<file path="config.mk">
export PLATFORM = sky130hd
export DESIGN_NAME = ascii_unsigned_integer_parser_top_flat
export DESIGN_NICKNAME = d
export VERILOG_FILES = /design/src/hdl/aup_pkg.sv /design/src/hdl/aup_char_if.sv /design/src/hdl/aup_result_if.sv /design/src/hdl/aup_front.sv /design/src/hdl/aup_queue.sv /design/src/hdl/aup_back.sv /design/src/hdl/ascii_unsigned_integer_parser_top.sv /design/src/flat_wrapper.sv
export SDC_FILE = /design/constraint.sdc
export NUM_CORES = 1
export LEC_CHECK = 0
export ABC_AREA = 1
export BUFFER_PORTS_ARGS = -buffer_cell sky130_fd_sc_hd__buf_2
export CORE_MARGIN = 5
export CORE_UTILIZATION = 60
export DETAILED_ROUTE_END_ITERATION = 8
export PLACE_DENSITY_LB_ADDON = 0.12
export SKIP_LAST_GASP = 1
export SLEW_MARGIN = 20
export SYNTH_ARGS = -nofsm -noshare
export SYNTH_HDL_FRONTEND = slang
export SYNTH_HIERARCHICAL = 1
export SYNTH_SLANG_ARGS = --single-unit
</file>
<file path="constraint.sdc">
create_clock -name clk -period 11.22 [get_ports clk]
set_clock_uncertainty 0.2 [all_clocks]
set_input_delay 0 -clock clk [delete_from_list [all_inputs] [get_ports clk]]
set_output_delay 0 -clock clk [all_outputs]
set_load 0.005 [all_outputs]
</file>
<file path="src/hdl/aup_pkg.sv">
// ----------------------------------------------------------------------------
// aup_pkg
// Types and constants shared by the ASCII unsigned integer parser.
// ----------------------------------------------------------------------------
`default_nettype none

package aup_pkg;

  // Default width of the parsed value.
  localparam int VALUE_WIDTH_DEF = 64;

  // Character codes the parser recognizes.
  localparam logic [7:0] CHAR_SPACE   = 8'h20;
  localparam logic [7:0] CHAR_TAB     = 8'h09;
  localparam logic [7:0] CHAR_ZERO    = 8'h30;
  localparam logic [7:0] CHAR_NINE    = 8'h39;
  localparam logic [7:0] CHAR_LOWER_A = 8'h61;
  localparam logic [7:0] CHAR_LOWER_F = 8'h66;
  localparam logic [7:0] CHAR_UPPER_A = 8'h41;
  localparam logic [7:0] CHAR_UPPER_F = 8'h46;
  localparam logic [7:0] CHAR_LOWER_X = 8'h78;
  localparam logic [7:0] CHAR_UPPER_X = 8'h58;

  // Value of the letter digits relative to their letter.
  localparam logic [7:0] LETTER_OFFSET = 8'd10;

  // Kept-character counter saturates at two.
  localparam logic [1:0] KEPT_NONE = 2'd0;
  localparam logic [1:0] KEPT_ONE  = 2'd1;
  localparam logic [1:0] KEPT_SAT  = 2'd2;

  // Queue between the classifier and the accumulator.
  localparam int QUEUE_DEPTH = 2;
  localparam int QUEUE_PTR_W = (QUEUE_DEPTH > 1) ? $clog2(QUEUE_DEPTH) : 1;

  // One classified character as it travels through the queue.
  typedef struct packed {
    logic       blank;       // space or tab, skipped
    logic       is_x;        // 'x' or 'X'
    logic       is_zero;     // '0'
    logic       is_dec;      // '0' to '9'
    logic       is_letter;   // 'a' to 'f' or 'A' to 'F'
    logic [3:0] digit;       // digit value when is_dec or is_letter
    logic       last;        // final character of the string
  } char_class_t;

endpackage

`default_nettype wire

</file>
<file path="src/hdl/aup_char_if.sv">
// ----------------------------------------------------------------------------
// aup_char_if
// Character channel: one ASCII character per item with a last flag.
// ----------------------------------------------------------------------------
`default_nettype none

interface aup_char_if;
  logic       valid;
  logic       ready;
  logic [7:0] character;
  logic       last_char;

  modport source (output valid, output character, output last_char, input ready);
  modport sink   (input valid, input character, input last_char, output ready);
endinterface

`default_nettype wire

</file>
<file path="src/hdl/aup_result_if.sv">
// ----------------------------------------------------------------------------
// aup_result_if
// Result channel: the parsed value and its ok flag, one item per string.
// ----------------------------------------------------------------------------
`default_nettype none

interface aup_result_if #(
  parameter int VALUE_WIDTH = aup_pkg::VALUE_WIDTH_DEF
);
  logic                   valid;
  logic                   ready;
  logic [VALUE_WIDTH-1:0] parsed_value;
  logic                   ok;

  modport source (output valid, output parsed_value, output ok, input ready);
  modport sink   (input valid, input parsed_value, input ok, output ready);
endinterface

`default_nettype wire

</file>
<file path="src/hdl/aup_front.sv">
// ----------------------------------------------------------------------------
// aup_front
// Classifies each incoming character into blank, prefix letter and digit.
// ----------------------------------------------------------------------------
`default_nettype none

module aup_front (
  input  wire logic [7:0]           character,
  input  wire logic                 last_char,
  output aup_pkg::char_class_t      char_class
);
  import aup_pkg::*;

  logic is_lower;
  logic is_upper;

  // Range checks on the raw character code.
  assign is_lower = (character >= CHAR_LOWER_A) && (character <= CHAR_LOWER_F);
  assign is_upper = (character >= CHAR_UPPER_A) && (character <= CHAR_UPPER_F);

  // Build the class record. Validity against the base is decided later,
  // since the base is only known once the prefix has been seen.
  always_comb begin
    char_class.blank     = (character == CHAR_SPACE) || (character == CHAR_TAB);
    char_class.is_x      = (character == CHAR_LOWER_X) || (character == CHAR_UPPER_X);
    char_class.is_zero   = (character == CHAR_ZERO);
    char_class.is_dec    = (character >= CHAR_ZERO) && (character <= CHAR_NINE);
    char_class.is_letter = is_lower || is_upper;
    char_class.last      = last_char;
    if (is_lower) begin
      char_class.digit = 4'(character - CHAR_LOWER_A + LETTER_OFFSET);
    end else if (is_upper) begin
      char_class.digit = 4'(character - CHAR_UPPER_A + LETTER_OFFSET);
    end else begin
      char_class.digit = 4'(character - CHAR_ZERO);
    end
  end

endmodule

`default_nettype wire

</file>
<file path="src/hdl/aup_queue.sv">
// ----------------------------------------------------------------------------
// aup_queue
// Short FIFO of classified characters between the front and the back.
// ----------------------------------------------------------------------------
`default_nettype none

module aup_queue (
  input  wire logic                 clk,
  input  wire logic                 rst,
  input  wire logic                 push,
  input  wire aup_pkg::char_class_t push_data,
  output logic                      full,
  input  wire logic                 pop,
  output logic                      not_empty,
  output aup_pkg::char_class_t      head
);
  import aup_pkg::*;

  localparam logic [QUEUE_PTR_W-1:0] PTR_LAST = QUEUE_PTR_W'(QUEUE_DEPTH - 1);
  localparam logic [QUEUE_PTR_W:0]   COUNT_FULL = (QUEUE_PTR_W + 1)'(QUEUE_DEPTH);
  localparam logic [QUEUE_PTR_W:0]   COUNT_ONE  = (QUEUE_PTR_W + 1)'(1);

  char_class_t              entries [QUEUE_DEPTH];
  logic [QUEUE_PTR_W-1:0]   wr_ptr;
  logic [QUEUE_PTR_W-1:0]   rd_ptr;
  logic [QUEUE_PTR_W:0]     count;
  logic                     do_push;
  logic                     do_pop;

  assign full      = (count == COUNT_FULL);
  assign not_empty = (count != '0);
  assign head      = entries[rd_ptr];
  assign do_push   = push && !full;
  assign do_pop    = pop && not_empty;

  // Storage of the queued items.
  always_ff @(posedge clk) begin
    if (do_push) begin
      entries[wr_ptr] <= push_data;
    end
  end

  // Pointers and fill count.
  always_ff @(posedge clk) begin
    if (rst) begin
      wr_ptr <= '0;
      rd_ptr <= '0;
      count  <= '0;
    end else begin
      if (do_push) begin
        wr_ptr <= (wr_ptr == PTR_LAST) ? '0 : wr_ptr + 1'b1;
      end
      if (do_pop) begin
        rd_ptr <= (rd_ptr == PTR_LAST) ? '0 : rd_ptr + 1'b1;
      end
      if (do_push && !do_pop) begin
        count <= count + COUNT_ONE;
      end else if (do_pop && !do_push) begin
        count <= count - COUNT_ONE;
      end
    end
  end

endmodule

`default_nettype wire

</file>
<file path="src/hdl/aup_back.sv">
// ----------------------------------------------------------------------------
// aup_back
// Applies classified characters to the parse state and registers results.
// ----------------------------------------------------------------------------
`default_nettype none

module aup_back #(
  parameter int VALUE_WIDTH = aup_pkg::VALUE_WIDTH_DEF
) (
  input  wire logic                   clk,
  input  wire logic                   rst,
  input  wire logic                   head_valid,
  input  wire aup_pkg::char_class_t   head,
  output logic                        pop,
  output logic                        out_valid,
  input  wire logic                   out_ready,
  output logic [VALUE_WIDTH-1:0]      parsed_value,
  output logic                        ok
);
  import aup_pkg::*;

  localparam int SUM_W = VALUE_WIDTH + 4;

  // Parse state.
  logic [VALUE_WIDTH-1:0] accumulator;
  logic                   hex_mode;
  logic [1:0]             kept_count;
  logic                   first_was_zero;
  logic                   digit_seen;
  logic                   failed;

  logic [VALUE_WIDTH-1:0] accumulator_next;
  logic                   hex_mode_next;
  logic [1:0]             kept_count_next;
  logic                   first_was_zero_next;
  logic                   digit_seen_next;
  logic                   failed_next;

  logic [SUM_W-1:0]       product;
  logic [SUM_W-1:0]       sum;
  logic                   overflow;
  logic                   digit_ok;
  logic                   active;
  logic                   prefix_x;
  logic                   good;

  // A last item waits while the result register is still held.
  assign pop = head_valid && (!head.last || !out_valid || out_ready);

  // Multiply by the base with shifts, then add the digit and look for carry out.
  assign product  = hex_mode ? {head.digit & 4'h0, accumulator} << 4
                             : ({1'b0, accumulator, 3'b000} + {3'b000, accumulator, 1'b0});
  assign sum      = product + {{VALUE_WIDTH{1'b0}}, head.digit};
  assign overflow = |sum[SUM_W-1:VALUE_WIDTH];
  assign digit_ok = head.is_dec || (hex_mode && head.is_letter);
  assign active   = !head.blank && !failed;
  assign prefix_x = (kept_count == KEPT_ONE) && first_was_zero && head.is_x;

  // Next parse state for the item at the head of the queue.
  always_comb begin
    accumulator_next    = accumulator;
    hex_mode_next       = hex_mode;
    kept_count_next     = kept_count;
    first_was_zero_next = first_was_zero;
    digit_seen_next     = digit_seen;
    failed_next         = failed;
    if (active) begin
      if (prefix_x) begin
        hex_mode_next   = 1'b1;
        digit_seen_next = 1'b0;
      end else begin
        if ((kept_count == KEPT_NONE) && head.is_zero) begin
          first_was_zero_next = 1'b1;
        end
        if (!digit_ok || overflow) begin
          failed_next = 1'b1;
        end else begin
          accumulator_next = sum[VALUE_WIDTH-1:0];
          digit_seen_next  = 1'b1;
        end
      end
      if (kept_count != KEPT_SAT) begin
        kept_count_next = kept_count + 2'd1;
      end
    end
  end

  assign good = !failed_next && digit_seen_next;

  // State update; the final character returns everything to the start.
  always_ff @(posedge clk) begin
    if (rst) begin
      accumulator    <= '0;
      hex_mode       <= 1'b0;
      kept_count     <= KEPT_NONE;
      first_was_zero <= 1'b0;
      digit_seen     <= 1'b0;
      failed         <= 1'b0;
    end else if (pop) begin
      if (head.last) begin
        accumulator    <= '0;
        hex_mode       <= 1'b0;
        kept_count     <= KEPT_NONE;
        first_was_zero <= 1'b0;
        digit_seen     <= 1'b0;
        failed         <= 1'b0;
      end else begin
        accumulator    <= accumulator_next;
        hex_mode       <= hex_mode_next;
        kept_count     <= kept_count_next;
        first_was_zero <= first_was_zero_next;
        digit_seen     <= digit_seen_next;
        failed         <= failed_next;
      end
    end
  end

  // Result register valid flag.
  always_ff @(posedge clk) begin
    if (rst) begin
      out_valid <= 1'b0;
    end else if (pop && head.last) begin
      out_valid <= 1'b1;
    end else if (out_ready) begin
      out_valid <= 1'b0;
    end
  end

  // Result payload; zero whenever the parse failed.
  always_ff @(posedge clk) begin
    if (pop && head.last) begin
      parsed_value <= good ? accumulator_next : '0;
      ok           <= good;
    end
  end

endmodule

`default_nettype wire

</file>
<file path="src/hdl/ascii_unsigned_integer_parser_top.sv">
// ----------------------------------------------------------------------------
// ascii_unsigned_integer_parser_top
// Parses a decimal or 0x-prefixed hexadecimal string into an unsigned value.
// ----------------------------------------------------------------------------
// Usage:
//   chars carries one ASCII character per item, with last_char set on the
//   final character of a string. Spaces and tabs are skipped anywhere.
//   result carries one item per string: parsed_value and ok. A failed parse
//   (bad character, overflow, no digit, bare prefix) gives ok = 0 and a zero
//   value.
// Timing:
//   The block takes one character per cycle while no result is held by the
//   receiver. A character is classified and written into a two-entry queue
//   on the accepting edge; the accumulator stage then takes it from the
//   queue, where the shift-add by ten or sixteen and its carry check are
//   combinational. result.valid is set as the accumulator stage takes the
//   last character of a string from the queue.
// Reset and stalls:
//   Reset empties the queue, clears the parse state and drops result.valid.
//   While result is held by the receiver, the next string's characters keep
//   flowing until its own last character reaches the accumulator stage;
//   then the queue fills and chars.ready drops.
// ----------------------------------------------------------------------------
`default_nettype none

module ascii_unsigned_integer_parser_top #(
  parameter int VALUE_WIDTH = aup_pkg::VALUE_WIDTH_DEF
) (
  input wire logic     clk,
  input wire logic     rst,
  aup_char_if.sink     chars,
  aup_result_if.source result
);
  import aup_pkg::*;

  char_class_t char_class;
  char_class_t head;
  logic        queue_full;
  logic        head_valid;
  logic        pop;

  // Classifier.
  aup_front u_front (
    .character  (chars.character),
    .last_char  (chars.last_char),
    .char_class (char_class)
  );

  assign chars.ready = !queue_full;

  // Decoupling queue.
  aup_queue u_queue (
    .clk       (clk),
    .rst       (rst),
    .push      (chars.valid),
    .push_data (char_class),
    .full      (queue_full),
    .pop       (pop),
    .not_empty (head_valid),
    .head      (head)
  );

  // Accumulator and result register.
  aup_back #(
    .VALUE_WIDTH (VALUE_WIDTH)
  ) u_back (
    .clk          (clk),
    .rst          (rst),
    .head_valid   (head_valid),
    .head         (head),
    .pop          (pop),
    .out_valid    (result.valid),
    .out_ready    (result.ready),
    .parsed_value (result.parsed_value),
    .ok           (result.ok)
  );

endmodule

`default_nettype wire

</file>
<file path="src/flat_wrapper.sv">
// flat-port wrapper written by rule: the top's interface ports become plain ports
module ascii_unsigned_integer_parser_top_flat import aup_pkg::*;
#(
  parameter int VALUE_WIDTH = aup_pkg::VALUE_WIDTH_DEF
)
  (clk, rst, chars_valid, chars_character, chars_last_char, chars_ready, result_valid, result_parsed_value, result_ok, result_ready);
  aup_char_if chars_i ();
  aup_result_if #(.VALUE_WIDTH(VALUE_WIDTH)) result_i ();
  input wire logic clk;
  input wire logic rst;
  input wire logic [$bits(chars_i.valid)-1:0] chars_valid;
  input wire logic [$bits(chars_i.character)-1:0] chars_character;
  input wire logic [$bits(chars_i.last_char)-1:0] chars_last_char;
  output wire logic [$bits(chars_i.ready)-1:0] chars_ready;
  output wire logic [$bits(result_i.valid)-1:0] result_valid;
  output wire logic [$bits(result_i.parsed_value)-1:0] result_parsed_value;
  output wire logic [$bits(result_i.ok)-1:0] result_ok;
  input wire logic [$bits(result_i.ready)-1:0] result_ready;
  assign chars_i.valid = chars_valid;
  assign chars_i.character = chars_character;
  assign chars_i.last_char = chars_last_char;
  assign chars_ready = chars_i.ready;
  assign result_valid = result_i.valid;
  assign result_parsed_value = result_i.parsed_value;
  assign result_ok = result_i.ok;
  assign result_i.ready = result_ready;
  ascii_unsigned_integer_parser_top #(.VALUE_WIDTH(VALUE_WIDTH)) u_core (.clk(clk), .rst(rst), .chars(chars_i), .result(result_i));
endmodule
</file>
Yosys cells after proc, flatten, opt, wreduce, memory -nomap -nowiden
Memory sizes are Yosys's and may differ from the RTL's. A register that Yosys moved wholly into a read port is not among the register bits.
Index checks and enable logic that the tools add are counted.
{"block": "classes", "addsub": 12, "magnitude_cmp": 6, "eq_ne": 9, "muxes": 35, "n_reduce_logical": 43}
{"op": "$mux W64", "count": 4}
{"op": "$add A67 B65 Y68", "count": 1}
{"op": "$add A68 B4 Y68", "count": 1}
{"op": "$mux W68", "count": 1}
{"op": "$mux W1", "count": 23}
{"op": "$eq A8 B6 Y1 const B", "count": 2}
{"op": "$eq A8 B7 Y1 const B", "count": 2}
{"op": "$ge A8 B7 Y1 const B", "count": 2}
{"op": "$le A8 B7 Y1 const B", "count": 2}
{"op": "$logic_and A1 B1 Y1", "count": 15}
{"op": "$reduce_bool A2 Y1", "count": 7}
{"op": "$sub A4 B1 Y4 const B", "count": 3}
{"op": "$mux W2", "count": 5}
{"op": "$logic_not A1 Y1", "count": 9}
{"op": "$add A4 B4 Y4 const B", "count": 2}
{"op": "$eq A8 B4 Y1 const B", "count": 1}
{"op": "$ge A8 B6 Y1 const B", "count": 1}
{"op": "$le A8 B6 Y1 const B", "count": 1}
{"op": "$mux W4", "count": 2}
{"op": "$logic_or A1 B1 Y1", "count": 7}
{"op": "$reduce_and A3 Y1", "count": 2}
{"op": "$add A2 B1 Y2 const B", "count": 2}
{"op": "$ne A2 B2 Y1 const B", "count": 2}
{"op": "$reduce_and A4 Y1", "count": 1}
{"op": "other kinds (6)", "count": 7}
{"block": "word_totals", "reg_bits": 140, "ramBits": 20, "inputBits": 13, "n_memories": 1}
{"name": "u_core.u_queue.entries", "depth": 2, "width": 10, "read_ports": 1, "rd_ports_with_merged_regs": 1, "write_ports": 1, "line_no": "aup_queue.sv:23", "source": "char_class_t entries [QUEUE_DEPTH];"}

Depth between registers and ports, before layout
{"block": "depth", "word_depth": 10, "depth_mapped": 32}

Hierarchy
The synthesis kept the hierarchy.
{"mod": "aup_back", "instances": 1, "cells_per_inst": 2816, "area_per_inst_um2": 15974.1, "seq_area_each_um2": 3373.2}
{"mod": "aup_queue", "instances": 1, "cells_per_inst": 68, "area_per_inst_um2": 969.7, "seq_area_each_um2": 700.7}
{"mod": "aup_front", "instances": 1, "cells_per_inst": 47, "area_per_inst_um2": 289.0, "seq_area_each_um2": 0.0}
{"mod": "ascii_unsigned_integer_parser_top", "instances": 1, "cells_per_inst": 1, "area_per_inst_um2": 3.8, "seq_area_each_um2": 0.0}

Worst setup path after synthesis
OpenSTA, ideal clock, no wires.
{"block": "synth_path", "path_type": "reg2reg", "startpoint": "register u_core.u_back.hex_mode", "endpoint": "register u_core.u_back.parsed_value[13], data pin", "setup_time_ps": 250, "arrival_ps": 3903, "required_ps": 10770, "path_slack_ps": 6868, "stages_incl_launch_ff": 30, "cell_sequence": "dfxtp_1 buf_4 buf_2 buf_1 clkbuf_1 nor2_1 ha_1 inv_1 o21ai_1 nand3_2 nor2_1 nand2_1 inv_2 nand3_2 nor2_4 nand4_4 nor2_4 nand3_2 nor2_2 nand2_1 nand2_1 nand3_2 nor2_8 nand3_2 buf_6 buf_4 nand2_1 nand2_1 inv_1 nor2_2"}
{"block": "synth_via", "elab_chain_len": 9}
{"element": "from (decl)", "line_no": "aup_back.sv:26", "source": "logic hex_mode;"}
{"element": "from (signal assigned)", "line_no": "aup_back.sv:109", "source": "hex_mode <= hex_mode_next;"}
{"element": "$mux W68 or $logic_and A1 B1 Y1 (tied branches)", "line_no": "aup_back.sv:51, aup_back.sv:55"}
{"element": "$add A68 B4 Y68 or $logic_or A1 B1 Y1 (tied branches)", "line_no": "aup_back.sv:53, aup_back.sv:55"}
{"element": "$reduce_or A4 Y1 or $logic_not A1 Y1 (tied branches)", "line_no": "aup_back.sv:54, aup_back.sv:75"}
{"element": "$logic_or A1 B1 Y1", "line_no": "aup_back.sv:75", "source": "if (!digit_ok || overflow) begin"}
{"element": "$mux W1", "line_no": "aup_back.sv:75"}
{"element": "$mux W1", "line_no": "aup_back.sv:68", "source": "if (prefix_x) begin"}
{"element": "$mux W1", "line_no": "aup_back.sv:67", "source": "if (active) begin"}
{"element": "$logic_not A1 Y1", "line_no": "aup_back.sv:88", "source": "assign good = !failed_next && digit_seen_next;"}
{"element": "$logic_and A1 B1 Y1", "line_no": "aup_back.sv:88"}
{"element": "to (signal assigned)", "line_no": "aup_back.sv:132", "source": "parsed_value <= good ? accumulator_next : '0;"}
{"element": "to (decl)", "line_no": "aup_back.sv:17", "source": "output logic [VALUE_WIDTH-1:0] parsed_value,"}
Several ways; a longest one is shown, not always the timed one.
A chain may end at the register's enable or synchronous reset.

Final worst setup path
{"block": "layout_path", "startpoint": "register u_core.u_back.hex_mode", "endpoint": "register u_core.u_back.parsed_value[40], data pin"}
The elaborated chain is that of the path after synthesis.

==> Flow_metrics.wiki <==
{| class="wikitable"
! Metric !! Value
|-
| Outcome || finished clean
|-
| Top FF cell, synth || sky130_fd_sc_hd__edfxtp_1
|-
| Post-DR wirelength/cell || 17.5 um
|-
| Remaining antenna violation count after routing || 0
|-
| Maximum number of pins on one net before global-route repair || 90
|-
| Relative max-transition margin || 23.6%
|-
| Post-synthesis instance area || 17200 sq um
|-
| Leakage Power || 8.78 nW
|-
| Syn. warnings || 6
|-
| Unique masters post-synth || 50
|-
| Cts bufs inserted || 17
|-
| Via count of the first global-routing pass || 17523
|-
| Core Area || 28500 sq um
|-
| Count of nets after finishing || 3067
|-
| Starting DRC count in detailed routing || 2021
|-
| Initial antenna violation count || 0
|-
| Pins over their slew limit || 0
|-
| Worst hold slack across all endpoints || 27.8 ps
|-
| IO Port Bufs || 79
|-
| Power density cells || 125 nW/um^2
|-
| Clk buf depth || 2
|-
| CTS sink cnt || 161
|-
| Setup Crit Path Kind || flop to flop
|-
| First-pass GRT wire length || 92700 um
|-
| Placed cell area || 17700 sq um
|-
| Filler cells || 2742
|-
| Drt first pass iters || 7
|-
| Total nets after synthesis || 3020
|-
| Number of placed I/O pins || 80
|-
| Share of Yosys cell area claimed by the top area cell type || 23.6%
|-
| Final HPWL from detailed placement || 46400 um
|-
| Number of gates resized after CTS || 0
|-
| Number of H-tree branching levels || 4
|-
| Clock-pin slew on the worst setup and hold paths || 70 ps
|-
| Die height || 179 um
|-
| Area taken by multi-input logic gates || 10600 sq um
|-
| Final Hold Fails || 0
|-
| FF+latch area || 4080 sq um
|-
| Upper clock frequency limit || 171 MHz
|-
| Worst-margin pin slew || 1150 ps
|-
| Diode insertion count for antenna repair || 0
|-
| Largest area contributor in the synthesized netlist || sky130_fd_sc_hd__nand2_1
|-
| Full die area || 32200 sq um
|-
| Post-layout minimum cycle time || 5840 ps
|-
| GRT Total Usage || 35.6%
|-
| Area Overhead vs Synth || 7.30%
|-
| Number of register bits inferred by synthesis || 161
|-
| Final cycle utilization of the critical path || 52.0%
|-
| Synth Area per Inst || 5.88 sq um
|-
| Remaining DRCs || 0
|-
| TritonCTS clock tree || yes
|-
| Overall overflow remaining after global route || 0
|-
| Finished layout cell area || 18500 sq um
|-
| Data required time of the critical path || 11290 ps
|-
| CP startpoint kind || flop
|-
| Clk Tree Root Cell || sky130_fd_sc_hd__clkbuf_16
|-
| Cells after synthesis || 2932
|-
| Data arrival at the endpoint of the critical path || 5910 ps
|-
| Clock latency at the later pin of the worst-skew pair || 450 ps
|-
| Final setup violating endpoints || 0
|-
| Average via count per standard cell || 5.51
|-
| Via count || 18597
|-
| Overall routed net length || 58900 um
|-
| Max Fanout on Critical Path || 66
|-
| Crit path capture type || flop
|-
| Reported max-cap violation count || 0
|-
| Worst ir drop on vdd || 389 uV
|-
| Kind of path behind the tightest hold check || input pin to flop
|-
| Fraction of final layout cells with drive strength greater than 1 || 12.7%
|-
| RSZ-0062 raised after global routing || false
|-
| Cell types occupying the most area after synthesis || sky130_fd_sc_hd__nand2_1 (24%), sky130_fd_sc_hd__edfxtp_1 (15%), sky130_fd_sc_hd__inv_1 (11%)
|-
| Post-synth EDFFs || 85
|-
| Floorplan row count || 62
|-
| Final-layout setup total negative slack || 0 ps
|-
| Placer's final routability congestion estimate || 1.06
|-
| Chip Width || 179 um
|-
| Post-synth ARST share || 0%
|-
| Post-synthesis sequential area ratio || 23.6%
|-
| Starting Density || 60.4%
|}
==> area by class of cell <==
class | instances | area share, %
Timing Repair Buffer | 104 | 3.38
Clock inverter | 10 | 0.805
Clock buffer | 22 | 2.57
Sequential cell | 161 | 22.0
Tap cell | 384 | 2.60
Inverter | 554 | 11.3
Multi-Input combinational cell | 2141 | 57.4
==> metal layers <==
metal  track usage, %  vias to the layer above  share of wire, %
met2             56.7                      911                44
met5                0                        -                 0
met4             11.6                        0               3.1
met1             49.5                     8435                42
met3             5.70                      118                11
li1                 -                     9133                 -
==> cells by family after synthesis <==
| kind of cell | Yosys count | synth area share (%) |
|---|---|---|
| and+or+nand+nor | 1846 | 47.6 |
| buffers and inverters | 630 | 15.0 |
| DFF | 161 | 23.6 |
| AOI/OAI and AO/OA | 152 | 4.69 |
| adders and majority gates | 75 | 5.53 |
| xor gates and xnor gates | 58 | 2.95 |
| muxes | 10 | 0.653 |
==> synthesized netlist by cell type, drive strengths merged, types with 2 or more instances <==
master,n
nand3b,6
o21bai,2
and3,2
and2,2
mux2,10
a21oi,122
clkinv,9
nor2,332
dfxtp,76
nand4,107
clkbuf,28
buf,48
xnor2,16
a31oi,2
fa,2
nor4,3
o21ai,22
ha,73
xor2,42
nor3,23
inv,545
edfxtp,85
nand3,210
or2,19
o21a,2
nand2,1141
==> worst max-delay path: stages (launching register included) <==
cell and delay (ps):
sky130_fd_sc_hd__dfxtp_2 350, sky130_fd_sc_hd__buf_4 540, sky130_fd_sc_hd__nor2_1 150, sky130_fd_sc_hd__ha_1 380
sky130_fd_sc_hd__inv_1 70, sky130_fd_sc_hd__o21ai_1 300, sky130_fd_sc_hd__nand3_2 220, sky130_fd_sc_hd__nor2_1 150
sky130_fd_sc_hd__nand2_1 80, sky130_fd_sc_hd__inv_2 90, sky130_fd_sc_hd__nand3_2 120, sky130_fd_sc_hd__nor2_4 150
sky130_fd_sc_hd__nand4_4 110, sky130_fd_sc_hd__nor2_4 160, sky130_fd_sc_hd__nand3_2 110, sky130_fd_sc_hd__nor2_2 210
sky130_fd_sc_hd__nand2_1 70, sky130_fd_sc_hd__nand2_1 80, sky130_fd_sc_hd__nand3_2 110, sky130_fd_sc_hd__nor2_8 680
sky130_fd_sc_hd__nand3_2 170, sky130_fd_sc_hd__nand2_1 220, sky130_fd_sc_hd__nand2_4 500, sky130_fd_sc_hd__nor2_2 270
==> registers in the layout, summed over array words and instances, names as in the netlist, named ones only <==
name and flops:
u_core/u_back/accumulator 64, u_core/u_back/parsed_value 64, u_core/u_queue/entries 20, u_core/u_back/kept_count 2, u_core/u_queue/count 2, u_core/u_back/digit_seen 1
u_core/u_back/failed 1, u_core/u_back/first_was_zero 1, u_core/u_back/hex_mode 1, u_core/u_back/ok 1, u_core/u_back/out_valid 1, u_core/u_queue/rd_ptr 1
u_core/u_queue/wr_ptr 1
==> where the power goes <==
part           leakage [nW]  switching (mW)  internal, mW
Clock                 0.303           0.255         0.373
Sequential             1.43          0.0599         0.749
Combinational          7.05           0.645         0.228
==> repair_timing <==
| action | in CTS | in global routing |
|---|---|---|
| endpoints found under the hold margin | 44 | 0 |
| hold buffers | 17 | 0 |
| buffers inserted | 0 | 0 |
==> through the flow <==
stage	utilization, %	total power [mW]	setup slack (ps)	instances
after detailed placement	62.0	1.65	5570	3327
after floorplan	-	1.45	6870	2932
final	64.8	2.31	5380	3376
after global routing	64.8	2.42	5020	3376
after global placement	62.0	1.63	5740	3327
after CTS	64.8	2.29	5470	3376
==> final timing paths <==
check	startpoint	to	slack (ps)	cells after the start
max reg2reg	u_core/u_back/hex_mode	u_core/u_back/parsed_value[40]	5380	23
max	u_core/u_back/hex_mode	u_core/u_back/parsed_value[40]	5380	23
min	rst	u_core/u_back/kept_count[0]	30	3
min reg2reg	u_core/u_back/first_was_zero	u_core/u_back/first_was_zero	280	2
==> layout by cell type, fill, tap and decap left out, drive strengths merged <==
cell type       n
nand4         107
a31oi           2
a21o            1
xnor2          16
inv           549
buf            87
fa              2
o21bai          2
o21ai          22
or2            19
nand3b          6
ha             73
dlygate4sd3    17
and2            2
nor3b           1
o311ai          1
clkinv         11
nor3           23
nand2        1141
clkinvlp        1
dfxtp          76
xor2           42
clkbuf         22
edfxtp         85
a21oi         122
nor4            3
mux2           10
o21a            2
nor2          332
nand3         210
and3            2
bufinv          3
Power figures use the tool's default switching activity.
